==> src/sv/chr_pkg.sv <==
`timescale 1ns / 1ps
// Shared types and constants for the consistent hash ring.
// No dependencies; used by chr_cell and consistent_hash_ring_top.
package chr_pkg;

  localparam int MAX_NODES = 16;
  localparam int ID_BITS   = 8;
  localparam int HASH_BITS = 32;
  localparam int CNT_W     = $clog2(MAX_NODES + 1);

  typedef logic [CNT_W-1:0] count_t;

  typedef enum logic [1:0] {
    MODE_ADD    = 2'd0,
    MODE_ERASE  = 2'd1,
    MODE_LOOKUP = 2'd2
  } mode_t;

  typedef enum logic [2:0] {
    ST_OK      = 3'd0,
    ST_DUP     = 3'd1,
    ST_FULL    = 3'd2,
    ST_MISSING = 3'd3,
    ST_EMPTY   = 3'd4
  } status_t;

  typedef struct packed {
    logic [HASH_BITS-1:0] hash;
    logic [ID_BITS-1:0]   id;
  } entry_t;

  typedef struct packed {
    logic [HASH_BITS-1:0] hash;
    logic [ID_BITS-1:0]   id;
    logic                 ins;
    logic                 del;
  } req_t;

  typedef struct packed {
    logic               lt;
    logic               ge;
    logic               match;
    logic [ID_BITS-1:0] pick;
  } link_t;

endpackage

==> src/sv/chr_cell.sv <==
`timescale 1ns / 1ps
// One slot of the sorted ring: holds a hash and id, compares against the request
// and shifts toward either neighbor on insert or erase. Depends on chr_pkg.
module chr_cell (
  input  logic           clk,
  input  logic           valid,
  input  chr_pkg::req_t   req,
  input  chr_pkg::entry_t left_ent,
  input  chr_pkg::entry_t right_ent,
  input  chr_pkg::link_t  link_in,
  output chr_pkg::entry_t ent,
  output chr_pkg::link_t  link_out
);

  chr_pkg::entry_t ent_r;
  chr_pkg::entry_t ent_nxt;
  logic            lt_self;
  logic            ge_self;
  logic            eq_self;
  logic            match_chain;
  logic            sel;

  assign lt_self     = valid && (ent_r.hash < req.hash);
  assign ge_self     = valid && (ent_r.hash >= req.hash);
  assign eq_self     = valid && (ent_r.hash == req.hash);
  assign match_chain = link_in.match | eq_self;
  assign sel         = ge_self & ~link_in.ge;

  assign link_out.lt    = lt_self;
  assign link_out.ge    = link_in.ge | ge_self;
  assign link_out.match = match_chain;
  assign link_out.pick  = link_in.pick | (sel ? ent_r.id : '0);

  assign ent = ent_r;

  always_comb begin
    ent_nxt = ent_r;
    if (req.ins && !lt_self) begin
      if (link_in.lt) begin
        ent_nxt.hash = req.hash;
        ent_nxt.id   = req.id;
      end else begin
        ent_nxt = left_ent;
      end
    end else if (req.del && match_chain) begin
      ent_nxt = right_ent;
    end
  end

  always_ff @(posedge clk) begin
    ent_r <= ent_nxt;
  end

endmodule

==> src/sv/consistent_hash_ring_top.sv <==
`timescale 1ns / 1ps
// Consistent hash ring built as a sorted row of chr_cell slots. Depends on chr_pkg.
// Each input transfer's result is registered and held until out_ready is high.
// Throughput: one item per cycle while out_ready is high; every slot compares
// in parallel; insert or erase shifts through the cell chain in the same cycle.
// Reset clears the node count and the output valid; slot contents are left as is.
module consistent_hash_ring_top (
  input  logic        clk,
  input  logic        rst_n,
  input  logic        in_valid,
  output logic        in_ready,
  input  logic [1:0]  in_mode,
  input  logic [31:0] in_item_hash,
  input  logic [7:0]  in_node_id,
  output logic        out_valid,
  input  logic        out_ready,
  output logic [2:0]  out_status,
  output logic [7:0]  out_found_id
);

  localparam int N = chr_pkg::MAX_NODES;

  chr_pkg::entry_t ent [N];
  chr_pkg::link_t  lnk [N+1];
  chr_pkg::req_t   req;
  logic [N-1:0]    valid;

  chr_pkg::count_t count_r;
  chr_pkg::count_t count_nxt;
  logic            out_valid_r;
  logic            out_valid_nxt;
  chr_pkg::status_t out_status_r;
  chr_pkg::status_t out_status_nxt;
  logic [chr_pkg::ID_BITS-1:0] out_found_id_r;
  logic [chr_pkg::ID_BITS-1:0] out_found_id_nxt;

  logic in_fire;
  logic is_add;
  logic is_erase;
  logic is_lookup;
  logic full;
  logic empty;
  logic any_match;
  logic any_ge;
  logic ins_ok;
  logic del_ok;

  assign in_ready  = !out_valid_r || out_ready;
  assign in_fire   = in_valid && in_ready;
  assign is_add    = (in_mode == chr_pkg::MODE_ADD);
  assign is_erase  = (in_mode == chr_pkg::MODE_ERASE);
  assign is_lookup = (in_mode == chr_pkg::MODE_LOOKUP);
  assign full      = (count_r == chr_pkg::count_t'(N));
  assign empty     = (count_r == '0);
  assign any_match = lnk[N].match;
  assign any_ge    = lnk[N].ge;
  assign ins_ok    = in_fire && is_add && !any_match && !full;
  assign del_ok    = in_fire && is_erase && any_match;

  assign req.hash = in_item_hash;
  assign req.id   = in_node_id;
  assign req.ins  = ins_ok;
  assign req.del  = del_ok;

  assign lnk[0].lt    = 1'b1;
  assign lnk[0].ge    = 1'b0;
  assign lnk[0].match = 1'b0;
  assign lnk[0].pick  = '0;

  for (genvar i = 0; i < N; i++) begin : g_cell
    assign valid[i] = (count_r > chr_pkg::count_t'(i));
    chr_cell u_cell (
      .clk       (clk),
      .valid     (valid[i]),
      .req       (req),
      .left_ent  (ent[(i == 0) ? 0 : i - 1]),
      .right_ent (ent[(i == N - 1) ? i : i + 1]),
      .link_in   (lnk[i]),
      .ent       (ent[i]),
      .link_out  (lnk[i+1])
    );
  end

  always_comb begin
    count_nxt = count_r;
    if (ins_ok) begin
      count_nxt = count_r + 1'b1;
    end else if (del_ok) begin
      count_nxt = count_r - 1'b1;
    end
  end

  always_comb begin
    out_status_nxt   = chr_pkg::ST_OK;
    out_found_id_nxt = '0;
    if (is_add) begin
      if (any_match) begin
        out_status_nxt = chr_pkg::ST_DUP;
      end else if (full) begin
        out_status_nxt = chr_pkg::ST_FULL;
      end
    end else if (is_erase) begin
      if (!any_match) begin
        out_status_nxt = chr_pkg::ST_MISSING;
      end
    end else if (is_lookup) begin
      if (empty) begin
        out_status_nxt = chr_pkg::ST_EMPTY;
      end else begin
        out_found_id_nxt = any_ge ? lnk[N].pick : ent[0].id;
      end
    end
  end

  always_comb begin
    out_valid_nxt = out_valid_r;
    if (in_fire) begin
      out_valid_nxt = 1'b1;
    end else if (out_ready) begin
      out_valid_nxt = 1'b0;
    end
  end

  always_ff @(posedge clk) begin
    if (!rst_n) begin
      count_r     <= '0;
      out_valid_r <= 1'b0;
    end else begin
      count_r     <= count_nxt;
      out_valid_r <= out_valid_nxt;
    end
  end

  always_ff @(posedge clk) begin
    if (in_fire) begin
      out_status_r   <= out_status_nxt;
      out_found_id_r <= out_found_id_nxt;
    end
  end

  assign out_valid    = out_valid_r;
  assign out_status   = out_status_r;
  assign out_found_id = out_found_id_r;

  a_count_bound: assert property (@(posedge clk) disable iff (!rst_n)
    count_r <= chr_pkg::count_t'(N))
    else $error("node count above ring capacity");

  a_add_grows: assert property (@(posedge clk) disable iff (!rst_n)
    ins_ok |=> (count_r == $past(count_r) + 1'b1))
    else $error("accepted add did not grow the ring");

  a_ins_del_excl: assert property (@(posedge clk) disable iff (!rst_n)
    !(ins_ok && del_ok))
    else $error("insert and erase in the same cycle");

  for (genvar j = 0; j < N - 1; j++) begin : g_sorted
    a_sorted: assert property (@(posedge clk) disable iff (!rst_n)
      valid[j+1] |-> (ent[j].hash < ent[j+1].hash))
      else $error("ring slots out of hash order");
  end

endmodule
==> config.mk <==
export PLATFORM = sky130hd
export DESIGN_NAME = consistent_hash_ring_top
export DESIGN_NICKNAME = d
export VERILOG_FILES = /design/src/sv/chr_pkg.sv /design/src/sv/chr_cell.sv /design/src/sv/consistent_hash_ring_top.sv
export SDC_FILE = /design/constraint.sdc
export NUM_CORES = 2
export LEC_CHECK = 0
export ABC_AREA = 1
export BUFFER_PORTS_ARGS = -buffer_cell sky130_fd_sc_hd__buf_2
export CAP_MARGIN = 10
export CELL_PAD_IN_SITES_DETAIL_PLACEMENT = 0
export CELL_PAD_IN_SITES_GLOBAL_PLACEMENT = 2
export CORE_UTILIZATION = 40
export DETAILED_ROUTE_END_ITERATION = 10
export PLACE_DENSITY = 0.9
export SETUP_SLACK_MARGIN = 0.4
export SLEW_MARGIN = 30
export SYNTH_ARGS = -nofsm -noshare
export SYNTH_HDL_FRONTEND = slang
export SYNTH_SLANG_ARGS = --single-unit
export TNS_END_PERCENT = 30
==> constraint.sdc <==
create_clock -name clk -period 14.65 [get_ports clk]
set_input_delay 1.465 -clock clk [delete_from_list [all_inputs] [get_ports clk]]
set_output_delay 1.465 -clock clk [all_outputs]
set_load 0.02 [all_outputs]
Word-level counts from Yosys, hierarchy flattened
Cells that the tools add are included.
{"block": "op_classes", "n_eq_ne": 19, "n_addsub": 2, "bitwise": 76, "muxes": 73, "n_lt_le_gt_ge": 48, "reduce_logical": 125}
{"cell": "two-way mux 40 bit", "n": 45}
{"cell": "== test 32 bit", "n": 16}
{"cell": "greater-or-equal comparator 32 bit", "n": 16}
{"cell": "less-than comparator 32 bit", "n": 16}
{"cell": "two-way mux 8 bit", "n": 17}
{"cell": "OR 8 bit", "n": 15}
{"cell": "logical AND 1 bit", "n": 85}
{"cell": "greater-than comparator 5 x 4 -> 1 bit (second input constant)", "n": 8}
{"cell": "nonzero test 2 bit", "n": 17}
{"cell": "OR 1 bit", "n": 30}
{"cell": "greater-than comparator 5 x 3 -> 1 bit (second input constant)", "n": 4}
{"cell": "logical NOT 1 bit", "n": 19}
{"cell": "inverter 1 bit", "n": 16}
{"cell": "bitwise AND 1 bit", "n": 15}
{"cell": "two-way mux 3 bit", "n": 4}
{"cell": "greater-than comparator 5 x 1 -> 1 bit (second input constant)", "n": 2}
{"cell": "greater-than comparator 5 x 2 -> 1 bit (second input constant)", "n": 2}
{"cell": "two-way mux 5 bit", "n": 2}
{"cell": "two-way mux 2 bit", "n": 3}
{"cell": "adder 5 x 1 -> 5 bit (second input constant)", "n": 1}
{"cell": "== test 5 bit (second input constant)", "n": 1}
{"cell": "logical NOT 5 bit", "n": 1}
{"cell": "subtractor 5 x 1 -> 5 bit (second input constant)", "n": 1}
{"cell": "OR reduction 4 bit", "n": 1}
{"cell": "5 further kinds", "n": 6}
{"block": "totals", "in_bits": 46, "output_inout_bits": 13, "ff_bits": 657}

Depth between registers and ports, before layout
{"block": "depth", "ltp_word": 22, "depth_mapped": 28, "depth_no_buf": 28}

Hierarchy
Synthesis repeated with hierarchy kept, for this count alone.
{"block": "hier_totals", "cells_unflattened": 7043, "area_unflattened_um2": 53391.2}
{"mod": "chr_cell", "area_each_um2": 3263.1, "n_inst": 16, "cells_each": 430}
{"mod": "consistent_hash_ring_top", "area_each_um2": 1181.1, "n_inst": 1, "cells_each": 163}

Least setup slack after synthesis
No wires, ideal clock.
{"block": "synth_timing", "path_kind": "input to register", "startpoint": "input port in_item_hash[23]", "endpoint": "register g_cell[0].u_cell.ent_r (netlist bit g_cell[0].u_cell.ent[0]), enable pin", "arrival_time_ns": 7.324, "stages": 22, "setup_slack_ns": 6.833, "required_ns": 14.157, "n_path_buf": 2, "setup_time_ns": 0.493, "cell_sequence": "clkbuf_1 > clkinv_1 > ha_1 > nand2_1 > nor2_1 > inv_1 > nor4_1 > nand3_1 > nand2_1 > inv_2 > nand2_1 > nor2_2 > nand4_2 > nor2_2 > nand4_1 > nor2_2 > nand4_2 > nor2_4 > inv_1 > nand2_1 > clkbuf_1 > o21ai_0"}
{"block": "synth_between", "elab_chain_len": 22}
{"item": "start: declaration", "line": "consistent_hash_ring_top.sv:13", "rtl": "input logic [31:0] in_item_hash,"}
{"item": "== test 32 bit", "line": "chr_cell.sv:25", "rtl": "assign eq_self = valid && (ent_r.hash == req.hash);"}
{"item": "logical AND 1 bit", "line": "chr_cell.sv:25"}
{"item": "OR 1 bit (15 in a row)", "line": "chr_cell.sv:26", "rtl": "assign match_chain = link_in.match | eq_self;"}
{"item": "logical NOT 1 bit"}
{"item": "logical AND 1 bit (2 in a row)", "line": "consistent_hash_ring_top.sv:57", "rtl": "assign ins_ok = in_fire && is_add && !any_match && !full;"}
{"item": "logical AND 1 bit", "line": "chr_cell.sv:38", "rtl": "if (req.ins && !lt_self) begin"}
{"item": "nonzero test 2 bit (no line) (*)"}
{"item": "end signal: assignment", "line": "chr_cell.sv:51", "rtl": "ent_r <= ent_nxt;"}
{"item": "end: declaration", "line": "chr_cell.sv:15", "rtl": "chr_pkg::entry_t ent_r;"}
Mark *: on every way between the ends. The rest lies on a longest branch, timed or not.
A chain may end at the register's enable or synchronous reset.

Worst setup path in the final report
{"block": "layout_timing", "startpoint": "input port in_item_hash[29]", "endpoint": "register g_cell[5].u_cell.ent_r (netlist bit g_cell[5].u_cell.ent[39]), enable pin"}
{"block": "layout_between", "elab_chain_len": 22}
{"item": "== test 32 bit", "line": "chr_cell.sv:25"}
{"item": "logical AND 1 bit", "line": "chr_cell.sv:25"}
{"item": "OR 1 bit (15 in a row)", "line": "chr_cell.sv:26"}
{"item": "logical NOT 1 bit"}
{"item": "logical AND 1 bit (2 in a row)", "line": "consistent_hash_ring_top.sv:57"}
{"item": "logical AND 1 bit", "line": "chr_cell.sv:38"}
{"item": "nonzero test 2 bit (no line) (*)"}
{"item": "end signal: assignment", "line": "chr_cell.sv:51"}
{"item": "end: declaration", "line": "chr_cell.sv:15"}
Marked as above.

==> results.json <==
{
  "hp-start": "out_valid",
  "row_count": 125,
  "fin_tns_setup_ns": 0,
  "core_area_sq_mm": 0.1164,
  "ys_top_cells_by_count": "1885 x nand2_1, 651 x edfxtp_1, 641 x o21ai_0, 517 x ha_1, 467 x inv_1",
  "fin_ws_ns": 7.497,
  "postCtsSetupBuffers": 0,
  "design.final.nets": 6329,
  "grt.total_usage": 0.2526,
  "cts_tree": "yes",
  "drt_wl_total_um": 151300,
  "ff2ff_path_depth": 21,
  "cts_hold_buf": 0,
  "gp_congestion": 0.8926,
  "synth-seq-cells": 657,
  "syn_area_per_cell_sq_um": 8.055,
  "overflow": 0,
  "hold_path.class": "reg -> reg",
  "fin_skew_ns": 0.02456,
  "timing.rr.end": "g_cell[5].u_cell.ent[39]",
  "yosys.area.top_type_share": 0.4160,
  "finalCritPeriodShare": 0.4882,
  "netlist_area_sq_mm": 0.04700,
  "maxSlewViolCount": 0,
  "final_layout_size_suffix_gt1_frac": 0.05748,
  "clock-sinks": 657,
  "synth_flop_cell": "edfxtp_1",
  "reg2reg_slack_ns": 8.18,
  "synthToLayoutAreaGrowth_pct": 9.318,
  "preCtsSetupSlack_ns": 6.415,
  "via_per_inst": 5.464,
  "holdPathStages": 2,
  "timing.fmax_ghz": 0.1398,
  "relSlewSlack": 0.3411,
  "crit-reg2reg-launch": "count_r[0]",
  "htree_levels": 3,
  "status": "completed",
  "fin_hold_ws_ns": 0.5216,
  "final_area_sq_mm": 0.05137,
  "worstPathMaxFanout": 81,
  "die_y_um": 344.8,
  "grt_max_degree": 88,
  "pin_count": 59,
  "layout_min_cycle_time_ns": 7.153,
  "start_util": 0.4039,
  "yosysMostFrequentCell": "nand2_1",
  "async_reset_ff_frac": 0,
  "cellPowerDensity_mw_per_mm2": 97.58,
  "synth-edff-count": 651,
  "cts_buffers": 80,
  "die_w_um": 344.8,
  "grt_pass1_vias": 37710,
  "arrival_ns": 7.42,
  "grt_pass1_wl_um": 229200,
  "drc": 0,
  "cp-end-kind": "flop",
  "dieArea_sq_mm": 0.1189,
  "maxCapViolations": 0,
  "power.total_mw": 5.013,
  "postPlaceCellArea_sq_mm": 0.04886,
  "synth.largest_area_cell": "edfxtp_1",
  "tightestPinTransition_ns": 0.9883,
  "clk_transition_reported_paths_ns": 0.06,
  "first_pass_iters": 6,
  "numPortBuffers": 58,
  "synth_fp_nets": 6397,
  "start_kind": "primary input",
  "whs_endpoint": "out_valid",
  "syn_inst": 5834,
  "rsz0062_at_grt": "no",
  "place_hpwl_um": 112800,
  "clock_path_buffers": 3,
  "fin_cells": 7353,
  "vias": 40180,
  "post_drt_wl_per_cell_um": 20.57,
  "synth_cell_type_count": 48,
  "vdd_drop_max_v": 0.00007336,
  "cts_resized": 0,
  "ys_seq_area_frac": 0.4185,
  "post-route-util": 0.4415,
  "drtIter0Drc": 3760,
  "synth.area.top_cells": "edfxtp_1 42%, nand2_1 15%, ha_1 14%, o21ai_0 6.8%, inv_1 3.7%",
  "ant_nets": 0,
  "cts-root-buf": "clkbuf_16",
  "hold_viol": 0,
  "dp_cells": 7208,
  "clkLatencyLatePin_ns": 0.66,
  "setup_viol": 0,
  "antenna_found_initial": 3,
  "leakage_nw": 21.15,
  "crit_type": "in -> reg",
  "yosysWarnings": 0,
  "required_ns": 14.92
}
## layer usage
layer	track usage	vias to the layer above	wire [um]
met5	0	-	0
met4	0.06085	0	3004
met3	0.02402	165	10400
met2	0.3899	1322	65630
met1	0.3780	18630	72250
li1	-	20060	-
## power breakdown
group	internal [mW]	switching (mW)
logic	0.236	0.607
clock network	1.14	0.839
registers	2.15	0.0429
total	3.52	1.49
## final cells by class
type                       count  area (sq um)
timing repair buffer         142         945.9
fill                       11690         64990
clock inverter                44         362.8
tap                         1524          1907
inverter                     522          1959
antenna                        1         2.502
clock buffer                 100          2141
multi-input combinational   4363         24390
sequential                   657         19670
## flip-flops by register name, summed over array words and instances (netlist names)
register / flops
out_found_id: 8
out_valid: 1
g_cell.u_cell.ent: 640
out_status: 3
count_r: 5
## placed cells by master (no fill, tap or decap), types with 8 or more instances in the layout
cell / n
nand2_1: 1880
edfxtp_1: 651
o21ai_0: 639
ha_1: 517
inv_1: 466
a21oi_1: 266
o211ai_1: 227
o21ai_1: 225
nor2_1: 188
nand3_1: 159
clkbuf_16: 83
buf_4: 82
nand4_1: 81
buf_2: 58
clkinv_1: 53
nor3_1: 28
inv_2: 23
nor2_4: 22
nor4_1: 22
clkbuf_1: 17
clkinv_2: 13
o21bai_1: 10
a31oi_1: 10
o21a_1: 10
nor2_2: 8
## worst max path at each step
stage / startpoint / end / slack [ns] / cells after the start
2_1_floorplan: in_item_hash[23] / g_cell[0].u_cell.ent[0] / 6.83 / 22
3_3_place_gp: in_item_hash[1] / g_cell[5].u_cell.ent[20] / 6.47 / 21
3_5_place_dp: in_item_hash[1] / g_cell[5].u_cell.ent[18] / 6.41 / 21
4_1_cts: in_item_hash[1] / g_cell[5].u_cell.ent[39] / 7.12 / 21
5_1_grt: in_item_hash[29] / g_cell[5].u_cell.ent[39] / 7.00 / 24
6_report: in_item_hash[29] / g_cell[5].u_cell.ent[39] / 7.50 / 24
## critical path, stage by stage
cell and delay [ns]:
buf_2 0.23, clkinv_1 0.24, buf_4 0.29, ha_1 0.35, nand2_1 0.07, nor2_1 0.06, nand2_1 0.15, nor2_1 0.10
nand3_1 0.16, nand2_1 0.09, inv_2 0.09, nand2_1 0.13, nor2_2 0.22, nand4_2 0.19, nor2_2 0.23, nand4_1 0.24
nor2_2 0.23, nand4_2 0.15, nor2_4 0.20, nand2_4 0.38, buf_4 0.48, nor2_4 0.14, buf_4 0.59, or2_2 0.88
## cells by family (layout without fill, tap and decap cells)
kind of cell | Yosys count | count (layout) | synth area share
buffers and inverters | 814 | 808 | 0.06826
DFF | 657 | 657 | 0.4185
other | 0 | 1 | 0
adders and majority gates | 517 | 517 | 0.1376
AOI/OAI and AO/OA | 1415 | 1415 | 0.1656
and+or+nand+nor | 2431 | 2431 | 0.2100
Note: power is estimated with default switching activity, not from simulation.
